$ cat config.mk
export PLATFORM = sky130hd
export DESIGN_NAME = mecanum_mix_to_pwm_flat
export DESIGN_NICKNAME = d
export VERILOG_FILES = /design/src/rtl/mmp_pkg.sv /design/src/rtl/mmp_if.sv /design/src/rtl/mmp_mix.sv /design/src/rtl/mmp_div.sv /design/src/rtl/mmp_pwm.sv /design/src/rtl/mecanum_mix_to_pwm.sv /design/src/flat_wrapper.sv
export SDC_FILE = /design/constraint.sdc
export NUM_CORES = 2
export LEC_CHECK = 0
export BUFFER_PORTS_ARGS = -buffer_cell sky130_fd_sc_hd__buf_2
export CORE_ASPECT_RATIO = 0.5
export CORE_MARGIN = 4
export CORE_UTILIZATION = 45
export DETAILED_ROUTE_END_ITERATION = 6
export GPL_TIMING_DRIVEN = 0
export PLACE_DENSITY = 0.69
export SYNTH_ARGS = -nofsm -noshare
export SYNTH_HDL_FRONTEND = slang
export SYNTH_SLANG_ARGS = --single-unit
$ cat constraint.sdc
create_clock -name clock -period 19.8 [get_ports clock]
set_input_delay 3.96 -clock clock [delete_from_list [all_inputs] [get_ports clock]]
set_output_delay 3.96 -clock clock [all_outputs]
set_load 0.005 [all_outputs]
$ cat src/rtl/mmp_pkg.sv
// Shared types and constants for the mecanum mixer / PWM pipeline.
// No dependencies; used by every other file of the block.
package mmp_pkg;

   localparam int NUM_WHEELS = 4;
   localparam int IN_W       = 8;    // speed, turn, strafe
   localparam int DUTY_W     = 10;   // mixed duty, -384..383
   localparam int MAG_W      = 9;    // duty magnitude / bound
   localparam int LIM_W      = 7;    // scale_limit
   localparam int NUM_W      = 17;   // (duty + bound) * limit
   localparam int QUO_W      = 8;    // rescale quotient, at most 2 * limit
   localparam int PCT_W      = 7;    // final duty magnitude, at most 127
   localparam int DIR_W      = 2;
   localparam int PCT_FULL   = 100;

   localparam logic [LIM_W-1:0] LIM_RESET = 7'd90;

   localparam int WHEEL_FR = 0;
   localparam int WHEEL_FL = 1;
   localparam int WHEEL_RR = 2;
   localparam int WHEEL_RL = 3;

   localparam logic [DIR_W-1:0] DIR_STOP = 2'd0;
   localparam logic [DIR_W-1:0] DIR_FWD  = 2'd1;
   localparam logic [DIR_W-1:0] DIR_BACK = 2'd2;

   typedef logic signed [DUTY_W-1:0] duty_type;
   typedef logic [MAG_W-1:0]         mag_type;
   typedef logic [LIM_W-1:0]         lim_type;
   typedef logic [NUM_W-1:0]         num_type;
   typedef logic [QUO_W-1:0]         quo_type;

   // mixer -> divider
   typedef struct packed {
      num_type  [NUM_WHEELS-1:0] num;
      mag_type                   bound;
      duty_type [NUM_WHEELS-1:0] duty;
      lim_type                   lim;
      logic                      rescale;
   } div_in_type;

   // one divider stage
   typedef struct packed {
      num_type  [NUM_WHEELS-1:0] rem;
      quo_type  [NUM_WHEELS-1:0] quo;
      mag_type                   bound;
      duty_type [NUM_WHEELS-1:0] duty;
      lim_type                   lim;
      logic                      rescale;
   } div_st_type;

   // divider -> PWM conversion
   typedef struct packed {
      quo_type  [NUM_WHEELS-1:0] quo;
      duty_type [NUM_WHEELS-1:0] duty;
      lim_type                   lim;
      logic                      rescale;
   } pwm_in_type;

endpackage

$ cat src/rtl/mmp_if.sv
// Valid/ready channel interfaces for drive commands and wheel results.
// Depends on mmp_pkg.
interface mmp_req_if import mmp_pkg::*; ();
   logic                   valid;
   logic                   ready;
   logic signed [IN_W-1:0] speed;
   logic signed [IN_W-1:0] turn;
   logic signed [IN_W-1:0] strafe;

   modport source (output valid, speed, turn, strafe, input ready);
   modport sink   (input valid, speed, turn, strafe, output ready);
endinterface

interface mmp_rsp_if import mmp_pkg::*; #(parameter int PWM_BITS = 10) ();
   logic                valid;
   logic                ready;
   logic [DIR_W-1:0]    dir_front_right;
   logic [PWM_BITS-1:0] pwm_front_right;
   logic [DIR_W-1:0]    dir_front_left;
   logic [PWM_BITS-1:0] pwm_front_left;
   logic [DIR_W-1:0]    dir_rear_right;
   logic [PWM_BITS-1:0] pwm_rear_right;
   logic [DIR_W-1:0]    dir_rear_left;
   logic [PWM_BITS-1:0] pwm_rear_left;

   modport source (output valid, dir_front_right, pwm_front_right, dir_front_left,
                   pwm_front_left, dir_rear_right, pwm_rear_right, dir_rear_left,
                   pwm_rear_left, input ready);
   modport sink   (input valid, dir_front_right, pwm_front_right, dir_front_left,
                   pwm_front_left, dir_rear_right, pwm_rear_right, dir_rear_left,
                   pwm_rear_left, output ready);
endinterface

$ cat src/rtl/mmp_mix.sv
// Front of the pipeline: wheel mixing, bound search, rescale numerators.
// Four register stages; depends on mmp_pkg.
module mmp_mix import mmp_pkg::*; (
   input  logic                   clock,
   input  logic                   reset,
   input  logic                   in_valid,
   output logic                   in_ready,
   input  logic signed [IN_W-1:0] in_speed,
   input  logic signed [IN_W-1:0] in_turn,
   input  logic signed [IN_W-1:0] in_strafe,
   input  lim_type                in_lim,
   output logic                   out_valid,
   input  logic                   out_ready,
   output div_in_type             out_data
);

   logic [3:0] vld_ff;
   logic [3:0] vld_in;
   logic [3:0] rdy;

   assign rdy[3]   = !vld_ff[3] || out_ready;
   assign rdy[2]   = !vld_ff[2] || rdy[3];
   assign rdy[1]   = !vld_ff[1] || rdy[2];
   assign rdy[0]   = !vld_ff[0] || rdy[1];
   assign in_ready = rdy[0];
   assign vld_in   = {vld_ff[2:0], in_valid};

   always_ff @(posedge clock) begin
      if (reset) begin
         vld_ff <= '0;
      end else begin
         for (int k = 0; k < 4; k++) begin
            if (rdy[k]) begin
               vld_ff[k] <= vld_in[k];
            end
         end
      end
   end

   // stage 1: mix
   duty_type [NUM_WHEELS-1:0] duty1_ff, duty1_in;
   lim_type                   lim1_ff;
   duty_type                  sp, tu, sf;

   always_comb begin
      sp = $signed({{(DUTY_W-IN_W){in_speed[IN_W-1]}}, in_speed});
      tu = $signed({{(DUTY_W-IN_W){in_turn[IN_W-1]}}, in_turn});
      sf = $signed({{(DUTY_W-IN_W){in_strafe[IN_W-1]}}, in_strafe});
      duty1_in[WHEEL_FR] = sp - tu - sf;
      duty1_in[WHEEL_FL] = sp + tu + sf;
      duty1_in[WHEEL_RR] = sp - tu + sf;
      duty1_in[WHEEL_RL] = sp + tu - sf;
   end

   always_ff @(posedge clock) begin
      if (rdy[0]) begin
         duty1_ff <= duty1_in;
         lim1_ff  <= in_lim;
      end
   end

   // stage 2: magnitudes and bound
   mag_type [NUM_WHEELS-1:0] mag;
   mag_type                  max01, max23, bound2_in, bound2_ff;
   duty_type [NUM_WHEELS-1:0] duty2_ff;
   lim_type                   lim2_ff;
   duty_type                  dsel;

   always_comb begin
      for (int w = 0; w < NUM_WHEELS; w++) begin
         dsel   = $signed(duty1_ff[w]);
         mag[w] = dsel[DUTY_W-1] ? MAG_W'(-dsel) : MAG_W'(dsel);
      end
      max01     = (mag[1] > mag[0]) ? mag[1] : mag[0];
      max23     = (mag[3] > mag[2]) ? mag[3] : mag[2];
      bound2_in = (max23 > max01) ? max23 : max01;
   end

   always_ff @(posedge clock) begin
      if (rdy[1]) begin
         bound2_ff <= bound2_in;
         duty2_ff  <= duty1_ff;
         lim2_ff   <= lim1_ff;
      end
   end

   // stage 3: rescale decision, offset duties (never negative)
   logic [NUM_WHEELS-1:0][DUTY_W-1:0] ofs3_ff, ofs3_in;
   logic signed [DUTY_W:0]            sum;
   mag_type                           bound3_ff;
   duty_type [NUM_WHEELS-1:0]         duty3_ff;
   lim_type                           lim3_ff;
   logic                              resc3_ff;

   always_comb begin
      for (int w = 0; w < NUM_WHEELS; w++) begin
         sum = $signed({duty2_ff[w][DUTY_W-1], duty2_ff[w]})
             + $signed({2'b00, bound2_ff});
         ofs3_in[w] = sum[DUTY_W-1:0];
      end
   end

   always_ff @(posedge clock) begin
      if (rdy[2]) begin
         ofs3_ff   <= ofs3_in;
         resc3_ff  <= bound2_ff > {{(MAG_W-LIM_W){1'b0}}, lim2_ff};
         bound3_ff <= bound2_ff;
         duty3_ff  <= duty2_ff;
         lim3_ff   <= lim2_ff;
      end
   end

   // stage 4: numerators (duty + bound) * limit
   num_type [NUM_WHEELS-1:0] num4_in;
   div_in_type               out4_ff;

   always_comb begin
      for (int w = 0; w < NUM_WHEELS; w++) begin
         num4_in[w] = {{(NUM_W-DUTY_W){1'b0}}, ofs3_ff[w]}
                    * {{(NUM_W-LIM_W){1'b0}}, lim3_ff};
      end
   end

   always_ff @(posedge clock) begin
      if (rdy[3]) begin
         out4_ff.num     <= num4_in;
         out4_ff.bound   <= bound3_ff;
         out4_ff.duty    <= duty3_ff;
         out4_ff.lim     <= lim3_ff;
         out4_ff.rescale <= resc3_ff;
      end
   end

   assign out_valid = vld_ff[3];
   assign out_data  = out4_ff;

endmodule

$ cat src/rtl/mmp_div.sv
// Pipelined restoring divider, four lanes, one quotient bit per stage.
// Quotient = num / bound; depends on mmp_pkg.
module mmp_div import mmp_pkg::*; (
   input  logic       clock,
   input  logic       reset,
   input  logic       in_valid,
   output logic       in_ready,
   input  div_in_type in_data,
   output logic       out_valid,
   input  logic       out_ready,
   output pwm_in_type out_data
);

   div_st_type src [QUO_W+1];
   div_st_type st_ff [QUO_W];
   logic       vld_ff [QUO_W];
   wire  [QUO_W:0] vsrc;
   wire  [QUO_W:0] rdy;

   assign src[0].rem     = in_data.num;
   assign src[0].quo     = '0;
   assign src[0].bound   = in_data.bound;
   assign src[0].duty    = in_data.duty;
   assign src[0].lim     = in_data.lim;
   assign src[0].rescale = in_data.rescale;
   assign vsrc[0]        = in_valid;
   assign rdy[QUO_W]     = out_ready;
   assign in_ready       = rdy[0];

   for (genvar j = 0; j < QUO_W; j++) begin : g_stage
      localparam int BIT = QUO_W - 1 - j;
      num_type    trial;
      div_st_type nxt;

      assign trial = num_type'(src[j].bound) << BIT;

      always_comb begin
         nxt = src[j];
         for (int w = 0; w < NUM_WHEELS; w++) begin
            if (src[j].rem[w] >= trial) begin
               nxt.rem[w]      = src[j].rem[w] - trial;
               nxt.quo[w][BIT] = 1'b1;
            end
         end
      end

      assign rdy[j] = !vld_ff[j] || rdy[j+1];

      always_ff @(posedge clock) begin
         if (reset) begin
            vld_ff[j] <= 1'b0;
         end else if (rdy[j]) begin
            vld_ff[j] <= vsrc[j];
         end
      end

      always_ff @(posedge clock) begin
         if (rdy[j]) begin
            st_ff[j] <= nxt;
         end
      end

      assign src[j+1]  = st_ff[j];
      assign vsrc[j+1] = vld_ff[j];
   end

   assign out_valid        = vsrc[QUO_W];
   assign out_data.quo     = src[QUO_W].quo;
   assign out_data.duty    = src[QUO_W].duty;
   assign out_data.lim     = src[QUO_W].lim;
   assign out_data.rescale = src[QUO_W].rescale;

   // a stalled final stage keeps its transaction
   a_div_hold: assert property (@(posedge clock) disable iff (reset)
      vld_ff[QUO_W-1] && !out_ready |=> vld_ff[QUO_W-1] && $stable(st_ff[QUO_W-1]))
      else $error("divider output stage lost data under stall");

endmodule

$ cat src/rtl/mmp_pwm.sv
// Back of the pipeline: final duty, direction, PWM compare value.
// |duty| * (2^PWM_BITS - 1) / 100 via reciprocal multiply; depends on mmp_pkg.
module mmp_pwm import mmp_pkg::*; #(
   parameter int PWM_BITS = 10
) (
   input  logic                                 clock,
   input  logic                                 reset,
   input  logic                                 in_valid,
   output logic                                 in_ready,
   input  pwm_in_type                           in_data,
   output logic                                 out_valid,
   input  logic                                 out_ready,
   output logic [NUM_WHEELS-1:0][DIR_W-1:0]     out_dir,
   output logic [NUM_WHEELS-1:0][PWM_BITS-1:0]  out_pwm
);

   localparam int PROD_W = PCT_W + PWM_BITS;
   localparam int K      = PROD_W + 7;
   localparam int RW     = K - 6;
   localparam int EST_W  = PROD_W + RW;
   localparam int Q_W    = EST_W - K;
   localparam logic [63:0] RECIP_L =
      ((64'd1 << K) + 64'(PCT_FULL - 1)) / 64'(PCT_FULL);
   localparam logic [RW-1:0]       RECIP = RECIP_L[RW-1:0];
   localparam logic [PWM_BITS-1:0] TOP   = '1;

   logic [3:0] vld_ff;
   logic [3:0] vld_in;
   logic [3:0] rdy;

   assign rdy[3]   = !vld_ff[3] || out_ready;
   assign rdy[2]   = !vld_ff[2] || rdy[3];
   assign rdy[1]   = !vld_ff[1] || rdy[2];
   assign rdy[0]   = !vld_ff[0] || rdy[1];
   assign in_ready = rdy[0];
   assign vld_in   = {vld_ff[2:0], in_valid};

   always_ff @(posedge clock) begin
      if (reset) begin
         vld_ff <= '0;
      end else begin
         for (int k = 0; k < 4; k++) begin
            if (rdy[k]) begin
               vld_ff[k] <= vld_in[k];
            end
         end
      end
   end

   // stage 1: final duty, sign and magnitude
   logic [NUM_WHEELS-1:0][PCT_W-1:0] mag1_ff, mag1_in;
   logic [NUM_WHEELS-1:0][DIR_W-1:0] dir1_ff, dir1_in;
   lim_type                          lim1_ff;
   duty_type                         fin;

   always_comb begin
      for (int w = 0; w < NUM_WHEELS; w++) begin
         if (in_data.rescale) begin
            fin = $signed({{(DUTY_W-QUO_W){1'b0}}, in_data.quo[w]})
                - $signed({{(DUTY_W-LIM_W){1'b0}}, in_data.lim});
         end else begin
            fin = $signed(in_data.duty[w]);
         end
         mag1_in[w] = fin[DUTY_W-1] ? PCT_W'(-fin) : PCT_W'(fin);
         if (fin == '0) begin
            dir1_in[w] = DIR_STOP;
         end else if (fin[DUTY_W-1]) begin
            dir1_in[w] = DIR_BACK;
         end else begin
            dir1_in[w] = DIR_FWD;
         end
      end
   end

   always_ff @(posedge clock) begin
      if (rdy[0]) begin
         mag1_ff <= mag1_in;
         dir1_ff <= dir1_in;
         lim1_ff <= in_data.lim;
      end
   end

   // stage 2: magnitude * full scale
   logic [NUM_WHEELS-1:0][PROD_W-1:0] prod2_ff;
   logic [NUM_WHEELS-1:0][DIR_W-1:0]  dir2_ff;

   always_ff @(posedge clock) begin
      if (rdy[1]) begin
         for (int w = 0; w < NUM_WHEELS; w++) begin
            prod2_ff[w] <= PROD_W'(mag1_ff[w]) * PROD_W'(TOP);
         end
         dir2_ff <= dir1_ff;
      end
   end

   // stage 3: times ceil(2^K / 100), exact floor for every product
   logic [NUM_WHEELS-1:0][EST_W-1:0] est3_ff;
   logic [NUM_WHEELS-1:0][DIR_W-1:0] dir3_ff;

   always_ff @(posedge clock) begin
      if (rdy[2]) begin
         for (int w = 0; w < NUM_WHEELS; w++) begin
            est3_ff[w] <= EST_W'(prod2_ff[w]) * EST_W'(RECIP);
         end
         dir3_ff <= dir2_ff;
      end
   end

   // stage 4: shift out quotient, saturate at full scale
   logic [NUM_WHEELS-1:0][PWM_BITS-1:0] pwm4_ff, pwm4_in;
   logic [NUM_WHEELS-1:0][DIR_W-1:0]    dir4_ff;
   logic [Q_W-1:0]                      qv;

   always_comb begin
      for (int w = 0; w < NUM_WHEELS; w++) begin
         qv = est3_ff[w][EST_W-1:K];
         pwm4_in[w] = (qv > {1'b0, TOP}) ? TOP : qv[PWM_BITS-1:0];
      end
   end

   always_ff @(posedge clock) begin
      if (rdy[3]) begin
         pwm4_ff <= pwm4_in;
         dir4_ff <= dir3_ff;
      end
   end

   assign out_valid = vld_ff[3];
   assign out_dir   = dir4_ff;
   assign out_pwm   = pwm4_ff;

   a_mag_in_limit: assert property (@(posedge clock) disable iff (reset)
      vld_ff[0] |-> (mag1_ff[WHEEL_FR] <= lim1_ff) && (mag1_ff[WHEEL_FL] <= lim1_ff)
                 && (mag1_ff[WHEEL_RR] <= lim1_ff) && (mag1_ff[WHEEL_RL] <= lim1_ff))
      else $error("final duty magnitude above scale limit");

   a_stop_zero: assert property (@(posedge clock) disable iff (reset)
      vld_ff[3] |->
         ((dir4_ff[WHEEL_FR] == DIR_STOP) == (pwm4_ff[WHEEL_FR] == '0))
      && ((dir4_ff[WHEEL_FL] == DIR_STOP) == (pwm4_ff[WHEEL_FL] == '0))
      && ((dir4_ff[WHEEL_RR] == DIR_STOP) == (pwm4_ff[WHEEL_RR] == '0))
      && ((dir4_ff[WHEEL_RL] == DIR_STOP) == (pwm4_ff[WHEEL_RL] == '0)))
      else $error("stop direction and zero compare value disagree");

endmodule

$ cat src/rtl/mecanum_mix_to_pwm.sv
// Top level of the mecanum wheel mixer with PWM outputs.
// Depends on mmp_pkg, mmp_if, mmp_mix, mmp_div and mmp_pwm.
//
// Takes one drive command (speed, turn, strafe) per transaction and returns
// per wheel a direction code and a PWM compare value. The block is fully
// pipelined: it accepts one transaction every clock cycle while the output
// is not stalled, and each result passes through 16 register stages (4 mixing
// stages, 8 divider stages at one quotient bit each, 4 PWM conversion
// stages). Every stage has its own valid bit, so a stalled output backs up
// only the filled stages and bubbles are squeezed out. scale_limit resets to
// 90 and is written through csr_wr_en / csr_wr_data; the user must write it
// only while no transaction is in flight, as the block does not enforce it.
module mecanum_mix_to_pwm import mmp_pkg::*; #(
   parameter int PWM_BITS = 10
) (
   input  logic             clock,
   input  logic             reset,
   mmp_req_if.sink          req_bus,
   mmp_rsp_if.source        rsp_bus,
   input  logic             csr_wr_en,
   input  logic [LIM_W-1:0] csr_wr_data
);

   lim_type lim_ff;

   always_ff @(posedge clock) begin
      if (reset) begin
         lim_ff <= LIM_RESET;
      end else if (csr_wr_en) begin
         lim_ff <= csr_wr_data;
      end
   end

   logic       mix_valid, mix_ready;
   div_in_type mix_data;
   logic       div_valid, div_ready;
   pwm_in_type div_data;

   logic [NUM_WHEELS-1:0][DIR_W-1:0]    wheel_dir;
   logic [NUM_WHEELS-1:0][PWM_BITS-1:0] wheel_pwm;

   mmp_mix u_mix (
      .clock     (clock),
      .reset     (reset),
      .in_valid  (req_bus.valid),
      .in_ready  (req_bus.ready),
      .in_speed  (req_bus.speed),
      .in_turn   (req_bus.turn),
      .in_strafe (req_bus.strafe),
      .in_lim    (lim_ff),
      .out_valid (mix_valid),
      .out_ready (mix_ready),
      .out_data  (mix_data)
   );

   mmp_div u_div (
      .clock     (clock),
      .reset     (reset),
      .in_valid  (mix_valid),
      .in_ready  (mix_ready),
      .in_data   (mix_data),
      .out_valid (div_valid),
      .out_ready (div_ready),
      .out_data  (div_data)
   );

   mmp_pwm #(.PWM_BITS(PWM_BITS)) u_pwm (
      .clock     (clock),
      .reset     (reset),
      .in_valid  (div_valid),
      .in_ready  (div_ready),
      .in_data   (div_data),
      .out_valid (rsp_bus.valid),
      .out_ready (rsp_bus.ready),
      .out_dir   (wheel_dir),
      .out_pwm   (wheel_pwm)
   );

   assign rsp_bus.dir_front_right = wheel_dir[WHEEL_FR];
   assign rsp_bus.pwm_front_right = wheel_pwm[WHEEL_FR];
   assign rsp_bus.dir_front_left  = wheel_dir[WHEEL_FL];
   assign rsp_bus.pwm_front_left  = wheel_pwm[WHEEL_FL];
   assign rsp_bus.dir_rear_right  = wheel_dir[WHEEL_RR];
   assign rsp_bus.pwm_rear_right  = wheel_pwm[WHEEL_RR];
   assign rsp_bus.dir_rear_left   = wheel_dir[WHEEL_RL];
   assign rsp_bus.pwm_rear_left   = wheel_pwm[WHEEL_RL];

endmodule
$ cat src/flat_wrapper.sv
// flat-port wrapper written by rule: the top's interface ports become plain ports
module mecanum_mix_to_pwm_flat import mmp_pkg::*;
#(
   parameter int PWM_BITS = 10
)
  (clock, reset, csr_wr_en, csr_wr_data, req_bus_valid, req_bus_speed, req_bus_turn, req_bus_strafe, req_bus_ready, rsp_bus_valid, rsp_bus_dir_front_right, rsp_bus_pwm_front_right, rsp_bus_dir_front_left, rsp_bus_pwm_front_left, rsp_bus_dir_rear_right, rsp_bus_pwm_rear_right, rsp_bus_dir_rear_left, rsp_bus_pwm_rear_left, rsp_bus_ready);
  mmp_req_if req_bus_i ();
  mmp_rsp_if #(.PWM_BITS(PWM_BITS)) rsp_bus_i ();
  input  logic clock;
  input  logic reset;
  input  logic csr_wr_en;
  input  logic [LIM_W-1:0] csr_wr_data;
  input wire logic [$bits(req_bus_i.valid)-1:0] req_bus_valid;
  input wire logic [$bits(req_bus_i.speed)-1:0] req_bus_speed;
  input wire logic [$bits(req_bus_i.turn)-1:0] req_bus_turn;
  input wire logic [$bits(req_bus_i.strafe)-1:0] req_bus_strafe;
  output wire logic [$bits(req_bus_i.ready)-1:0] req_bus_ready;
  output wire logic [$bits(rsp_bus_i.valid)-1:0] rsp_bus_valid;
  output wire logic [$bits(rsp_bus_i.dir_front_right)-1:0] rsp_bus_dir_front_right;
  output wire logic [$bits(rsp_bus_i.pwm_front_right)-1:0] rsp_bus_pwm_front_right;
  output wire logic [$bits(rsp_bus_i.dir_front_left)-1:0] rsp_bus_dir_front_left;
  output wire logic [$bits(rsp_bus_i.pwm_front_left)-1:0] rsp_bus_pwm_front_left;
  output wire logic [$bits(rsp_bus_i.dir_rear_right)-1:0] rsp_bus_dir_rear_right;
  output wire logic [$bits(rsp_bus_i.pwm_rear_right)-1:0] rsp_bus_pwm_rear_right;
  output wire logic [$bits(rsp_bus_i.dir_rear_left)-1:0] rsp_bus_dir_rear_left;
  output wire logic [$bits(rsp_bus_i.pwm_rear_left)-1:0] rsp_bus_pwm_rear_left;
  input wire logic [$bits(rsp_bus_i.ready)-1:0] rsp_bus_ready;
  assign req_bus_i.valid = req_bus_valid;
  assign req_bus_i.speed = req_bus_speed;
  assign req_bus_i.turn = req_bus_turn;
  assign req_bus_i.strafe = req_bus_strafe;
  assign req_bus_ready = req_bus_i.ready;
  assign rsp_bus_valid = rsp_bus_i.valid;
  assign rsp_bus_dir_front_right = rsp_bus_i.dir_front_right;
  assign rsp_bus_pwm_front_right = rsp_bus_i.pwm_front_right;
  assign rsp_bus_dir_front_left = rsp_bus_i.dir_front_left;
  assign rsp_bus_pwm_front_left = rsp_bus_i.pwm_front_left;
  assign rsp_bus_dir_rear_right = rsp_bus_i.dir_rear_right;
  assign rsp_bus_pwm_rear_right = rsp_bus_i.pwm_rear_right;
  assign rsp_bus_dir_rear_left = rsp_bus_i.dir_rear_left;
  assign rsp_bus_pwm_rear_left = rsp_bus_i.pwm_rear_left;
  assign rsp_bus_i.ready = rsp_bus_ready;
  mecanum_mix_to_pwm #(.PWM_BITS(PWM_BITS)) u_core (.clock(clock), .reset(reset), .req_bus(req_bus_i), .rsp_bus(rsp_bus_i), .csr_wr_en(csr_wr_en), .csr_wr_data(csr_wr_data));
endmodule
* Word level (Yosys, flattened, before mapping)
Memories as Yosys holds them, arrays and structs flattened.
Index checks and enable logic that the tools add are counted.
** Cells by class
- Divide/modulo/power cells :: 0
- Multiply operators :: 12
- Shift-type cells :: 0
- Reduce and logical (&&, ||, !) cells :: 36
- $add $sub $neg :: 54
- Multiplexer cells :: 125
- $lt $le $gt $ge :: 40
- Bitwise operators :: 8
- Equal/unequal tests :: 0
** Operators with widths (count)
- 17-bit two-way mux :: 32
- 17-bit by 18-bit multiplier with 35-bit output, second input constant :: 4
- 1-bit two-way mux :: 74
- 17-bit by 10-bit >= comparator with 1-bit output :: 4
- 17-bit by 11-bit >= comparator with 1-bit output :: 4
- 17-bit by 12-bit >= comparator with 1-bit output :: 4
- 17-bit by 13-bit >= comparator with 1-bit output :: 4
- 17-bit by 14-bit >= comparator with 1-bit output :: 4
- 17-bit by 15-bit >= comparator with 1-bit output :: 4
- 17-bit by 16-bit >= comparator with 1-bit output :: 4
- 17-bit by 9-bit >= comparator with 1-bit output :: 4
- 10-bit by 7-bit multiplier with 17-bit output :: 4
- 7-bit by 10-bit multiplier with 17-bit output, second input constant :: 4
- 17-bit by 10-bit subtractor with 17-bit output :: 4
- 17-bit by 11-bit subtractor with 17-bit output :: 4
- 17-bit by 12-bit subtractor with 17-bit output :: 4
- 17-bit by 13-bit subtractor with 17-bit output :: 4
- 17-bit by 14-bit subtractor with 17-bit output :: 4
- 17-bit by 15-bit subtractor with 17-bit output :: 4
- 17-bit by 16-bit subtractor with 17-bit output :: 4
- 17-bit by 9-bit subtractor with 17-bit output :: 4
- 9-bit two-way mux :: 7
- 11-bit by 10-bit > comparator with 1-bit output, second input constant :: 4
- 10-bit adder :: 4
- 16 further kinds :: 78
** Storage, ports and cells
- Bits in latches :: 0
- Bits in registers :: 648
- Bits of input ports :: 36
- Word-level logic and storage cells :: 351
- Memories kept :: 2
- Memory bits (read-only) :: 0
- RAM bits :: 1264
** Memory list
- u_core.u_div.st_ff :: depth 8, bits a word 157, read ports 8, clocked after memory_dff 0, wr ports 8, RTL line mmp_div.sv:15 : div_st_type st_ff [QUO_W];
- u_core.u_div.vld_ff :: depth 8, bits a word 1, read ports 8, clocked after memory_dff 0, wr ports 8, RTL line mmp_div.sv:16 : logic vld_ff [QUO_W];

* Longest topological paths before layout
- Word-level depth :: 17
- Gate-level depth with buffers :: 27
- Mapped depth without buffers :: 25

* Cells and area by module
From an unflattened synthesis, not the netlist that was laid out.
** Unflattened totals
- Cell total of the unflattened synthesis :: 9137
- Area total of the unflattened synthesis :: 109764.0 µm²
** By module, submodules not included
- mmp_div :: instances 1, cells each 3721, area each 50721.1 µm², sequential area each 32281.0 µm²
- mmp_pwm :: instances 1, cells each 3271, area each 35216.3 µm², sequential area each 6446.2 µm²
- mmp_mix :: instances 1, cells each 2123, area each 23565.1 µm², sequential area each 9479.1 µm²
- mecanum_mix_to_pwm :: instances 1, cells each 22, area each 261.5 µm², sequential area each 140.1 µm²

* Least setup slack after synthesis
No wires, ideal clock.
- Path type :: input-to-output
- Start :: input port rsp_bus_ready
- End :: output port req_bus_ready
- Stages on the path :: 9
- Arrival time :: 7.800 ns
- Slack :: 8.040 ns
- Cells stage by stage :: nor2b_2 and3_1 and3_1 and2_2 and3_1 and3_1 inv_2 nor2_4 nand4_1
** Between the ends
- Cells in the longest elaborated chain, start to end :: 16
** RTL lines
- from (decl) :: RTL line flat_wrapper.sv:27 : input wire logic [$bits(rsp_bus_i.ready)-1:0] rsp_bus_ready;
- 1-bit logical OR :: RTL line mmp_pwm.sv:31 : assign rdy[3] = !vld_ff[3] || out_ready;
- 1-bit logical OR :: RTL line mmp_pwm.sv:32 : assign rdy[2] = !vld_ff[2] || rdy[3];
- 1-bit logical OR :: RTL line mmp_pwm.sv:33 : assign rdy[1] = !vld_ff[1] || rdy[2];
- 1-bit logical OR :: RTL line mmp_pwm.sv:34 : assign rdy[0] = !vld_ff[0] || rdy[1];
- 1-bit logical OR (6 in a row) :: RTL line mmp_div.sv:47 : assign rdy[j] = !vld_ff[j] || rdy[j+1];
- via u_core.u_div.rdy[2] :: RTL line mmp_div.sv:18 : wire [QUO_W:0] rdy;
- 1-bit logical OR (2 in a row) :: RTL line mmp_div.sv:47
- 1-bit logical OR :: RTL line mmp_mix.sv:21 : assign rdy[3] = !vld_ff[3] || out_ready;
- 1-bit logical OR :: RTL line mmp_mix.sv:22 : assign rdy[2] = !vld_ff[2] || rdy[3];
- 1-bit logical OR :: RTL line mmp_mix.sv:23 : assign rdy[1] = !vld_ff[1] || rdy[2];
- 1-bit logical OR :: RTL line mmp_mix.sv:24 : assign rdy[0] = !vld_ff[0] || rdy[1];
- to (decl) :: RTL line flat_wrapper.sv:17 : output wire logic [$bits(req_bus_i.ready)-1:0] req_bus_ready;
The timed path passes the listed nets, and every way through them passes these cells.

* Worst setup path in the final report
Same ends and word-level chain as after synthesis.

==> flow_metrics.py <==
metrics = {
    "finish": {
        "nets": 11000,
        "multi_input_area_um2": 52600,
        "area_growth_pct": 9.15,
        "fill_cells": 20200,
        "final-seq-area_um2": 47400,
        "drive_above_1_share_pct": 5.37,
        "mostFrequentLayoutCells": "edfxtp_1, inv_1, ha_1, fa_1, nand2_1",
        "fin_util_pct": 49.5,
        "final_common_cell": "edfxtp_1",
    },
    "timing": {
        "slew_headroom_pct": 8.54,
        "rsz0062_at_grt": "no",
        "drv_slew": 0,
        "period_share_pct": 61.0,
        "fin_worst_skew_ns": 0.107,
        "fmax_mhz": 82.7,
        "worst_pin_slew_ns": 1.37,
        "finalSetupTns_ns": 0,
        "hold_viol_final": 0,
        "finalSetupViolations": 0,
        "fin_crit_ns": 12.09,
        "holdWs_ns": 0.327,
    },
    "placement": {
        "portBuffers": 84,
        "dp_hpwl_um": 171000,
        "gp_congestion": 0.913,
    },
    "cts": {
        "clk_latency_ns": 0.83,
        "root_buffer": "clkbuf_16",
        "holdBufCountCts": 0,
        "postCtsSetupBuffers": 0,
        "clockBufferDepth": 4,
        "post_cts_resized": 0,
        "cts_tree": "done",
        "clk_pin_slew_ns": 0.06,
        "cts_sinks": 1585,
        "h-tree-depth": 4,
        "cts_buffers": 158,
    },
    "yosys": {
        "netlist-cell-type-count": 94,
        "ys_dominant_reg_cell": "edfxtp_1",
        "ys_seq_elements": 1585,
        "yosysWarnings": 0,
        "ys_seq_area_share_pct": 44.9,
        "syn_area_per_cell_um2": 12.2,
        "synth_cells": 8662,
        "synthArstFlopShare_pct": 0,
        "synth_fp_nets": 10700,
        "syn_area_um2": 106000,
        "synth-edff-count": 1570,
    },
    "drt": {
        "drtIter0Drc": 3628,
        "first_pass_iters": 6,
        "drc": 0,
        "wire_per_inst_um": 17.5,
        "ant_nets": 0,
        "wl_um": 212000,
        "vias": 61200,
        "vias_per_cell": 5.04,
    },
    "die": {
        "initial_core_util_pct": 45.4,
        "io_pins": 86,
        "die_w_um": 693,
        "core_um2": 233000,
        "dieArea_um2": 243000,
        "dieHeight_um": 351,
        "rows": 125,
    },
    "worst_hold_path": {
        "min_path_type": "register to register",
    },
    "critical_path": {
        "crit_path_end_kind": "output pin",
        "critical_path.max_fanout": 33,
        "critPathMaxStageDelay_ns": 0.72,
        "cp-start-kind": "primary input",
        "critical_path_class": "primary input to output pin",
        "cp_common_cell": "and3_1",
        "crit_arrival_ns": 8.13,
        "required_ns": 15.84,
        "crit_path_top_delay_cell": "nand4_1",
        "cp_cell_sequence": "buf_2, nor2b_2, and3_1, and3_1, and2_2, and3_1, and3_1, inv_6, nor2_4, nand4_1, buf_2",
    },
    "global_routing": {
        "gr-usage-all-layers_pct": 17.7,
        "antenna_found_initial": 4,
        "grt_pass1_vias": 62200,
        "grt_overflow_total": 0,
        "grt_pass1_wl_um": 341000,
        "grt_max_degree": 105,
    },
    "status": {
        "outcome": "finished clean",
    },
    "flow_run": {
        "maxCapViolCount": 0,
    },
}
==> final timing paths <==
check | startpoint | end | slack (ns) | depth (start not counted)
worst min-delay path | u_core.u_div.st_ff[1][378] | u_core.u_div.st_ff[1][535] | 0.33 | 0
worst max register to register | u_core.u_pwm.prod2_ff[3] | u_core.u_pwm.est3_ff[33] | 13.16 | 22
worst min register to register | u_core.u_div.st_ff[1][378] | u_core.u_div.st_ff[1][535] | 0.33 | 0
worst max-delay path | rsp_bus_ready | req_bus_ready | 7.71 | 11
==> area by class of cell <==
type / instances / share of cell area [%]
multi-input combinational: 5569 / 45.6
timing repair buffer: 100 / 0.711
clock inverter: 86 / 0.693
antenna: 2 / 0.00434
inverter: 1425 / 4.66
buffer: 83 / 0.285
clock buffer: 182 / 3.53
sequential: 1585 / 41.1
tap: 3111 / 3.37
==> layer usage <==
| metal | track usage, % | vias up | routed length, µm |
|---|---|---|---|
| met3 | 2.15 | 338 | 7800 |
| met5 | 0 | - | 28 |
| met1 | 24.4 | 29400 | 99600 |
| li1 | - | 30500 | - |
| met2 | 29.0 | 1051 | 96700 |
| met4 | 6.29 | 4 | 8260 |
==> critical path, delay by kind of cell <==
family	cells	cell delay [ns]
simple gates	8	3.46
buf+inv	3	0.65
==> metrics by stage <==
| step | area (µm²) | setup WS [ns] | cells |
|---|---|---|---|
| 2_1_floorplan | 106000 | 8.04 | 8662 |
| 3_3_place_gp | 110000 | 5.54 | 11900 |
| 3_5_place_dp | 110000 | 7.60 | 11900 |
| 4_1_cts | 115000 | 7.56 | 12100 |
| 5_1_grt | 115000 | 7.32 | 12100 |
| 6_report | 115000 | 7.71 | 12100 |
==> registers in the layout, summed over array words and instances, names as in the netlist, 9 cells and up <==
signal and count:
u_core.u_div.st_ff 1037, u_core.u_mix.bound3_ff 9, u_core.u_pwm.out_pwm 40, u_core.u_mix.duty3_ff 38, u_core.u_pwm.est3_ff 44, u_core.u_pwm.prod2_ff 68
u_core.u_mix.out_data 121, u_core.u_mix.ofs3_ff 38, u_core.u_mix.dsel 9, u_core.u_mix.duty1_ff 29, u_core.u_mix.bound2_ff 9, u_core.u_pwm.mag1_ff 28
u_core.u_mix.duty2_ff 38
==> Yosys cell counts, types with 40 or more instances <==
library cell,n,area share (%)
edfxtp_1,1570,45
inv_1,1417,5.0
ha_1,1291,15
fa_1,720,14
nand2_1,456,1.6
a21oi_1,441,2.1
nor2_1,369,1.3
xnor2_1,330,2.7
xor2_1,191,1.6
o21ai_0,155,0.73
a21o_1,152,1.1
and2_1,139,0.82
o21ai_1,127,0.60
nor2b_1,122,0.72
nor3_1,101,0.48
nand3_1,81,0.38
nand2b_1,78,0.46
clkbuf_1,70,0.25
o21bai_1,70,0.50
or2_2,67,0.40
nand4_1,57,0.34
mux2i_1,48,0.45
o21a_1,40,0.28
==> kinds of logic after synthesis <==
family	synth area share (%)
AOI/OAI and AO/OA	7.58
muxes	1.04
xor gates and xnor gates	4.32
DFF	44.9
buffers and inverters	5.37
and+or+nand+nor	7.89
adders and majority gates	28.9
Power is not shown: default switching activity piles up to over one toggle a cycle in this logic, so the estimate is an artifact.
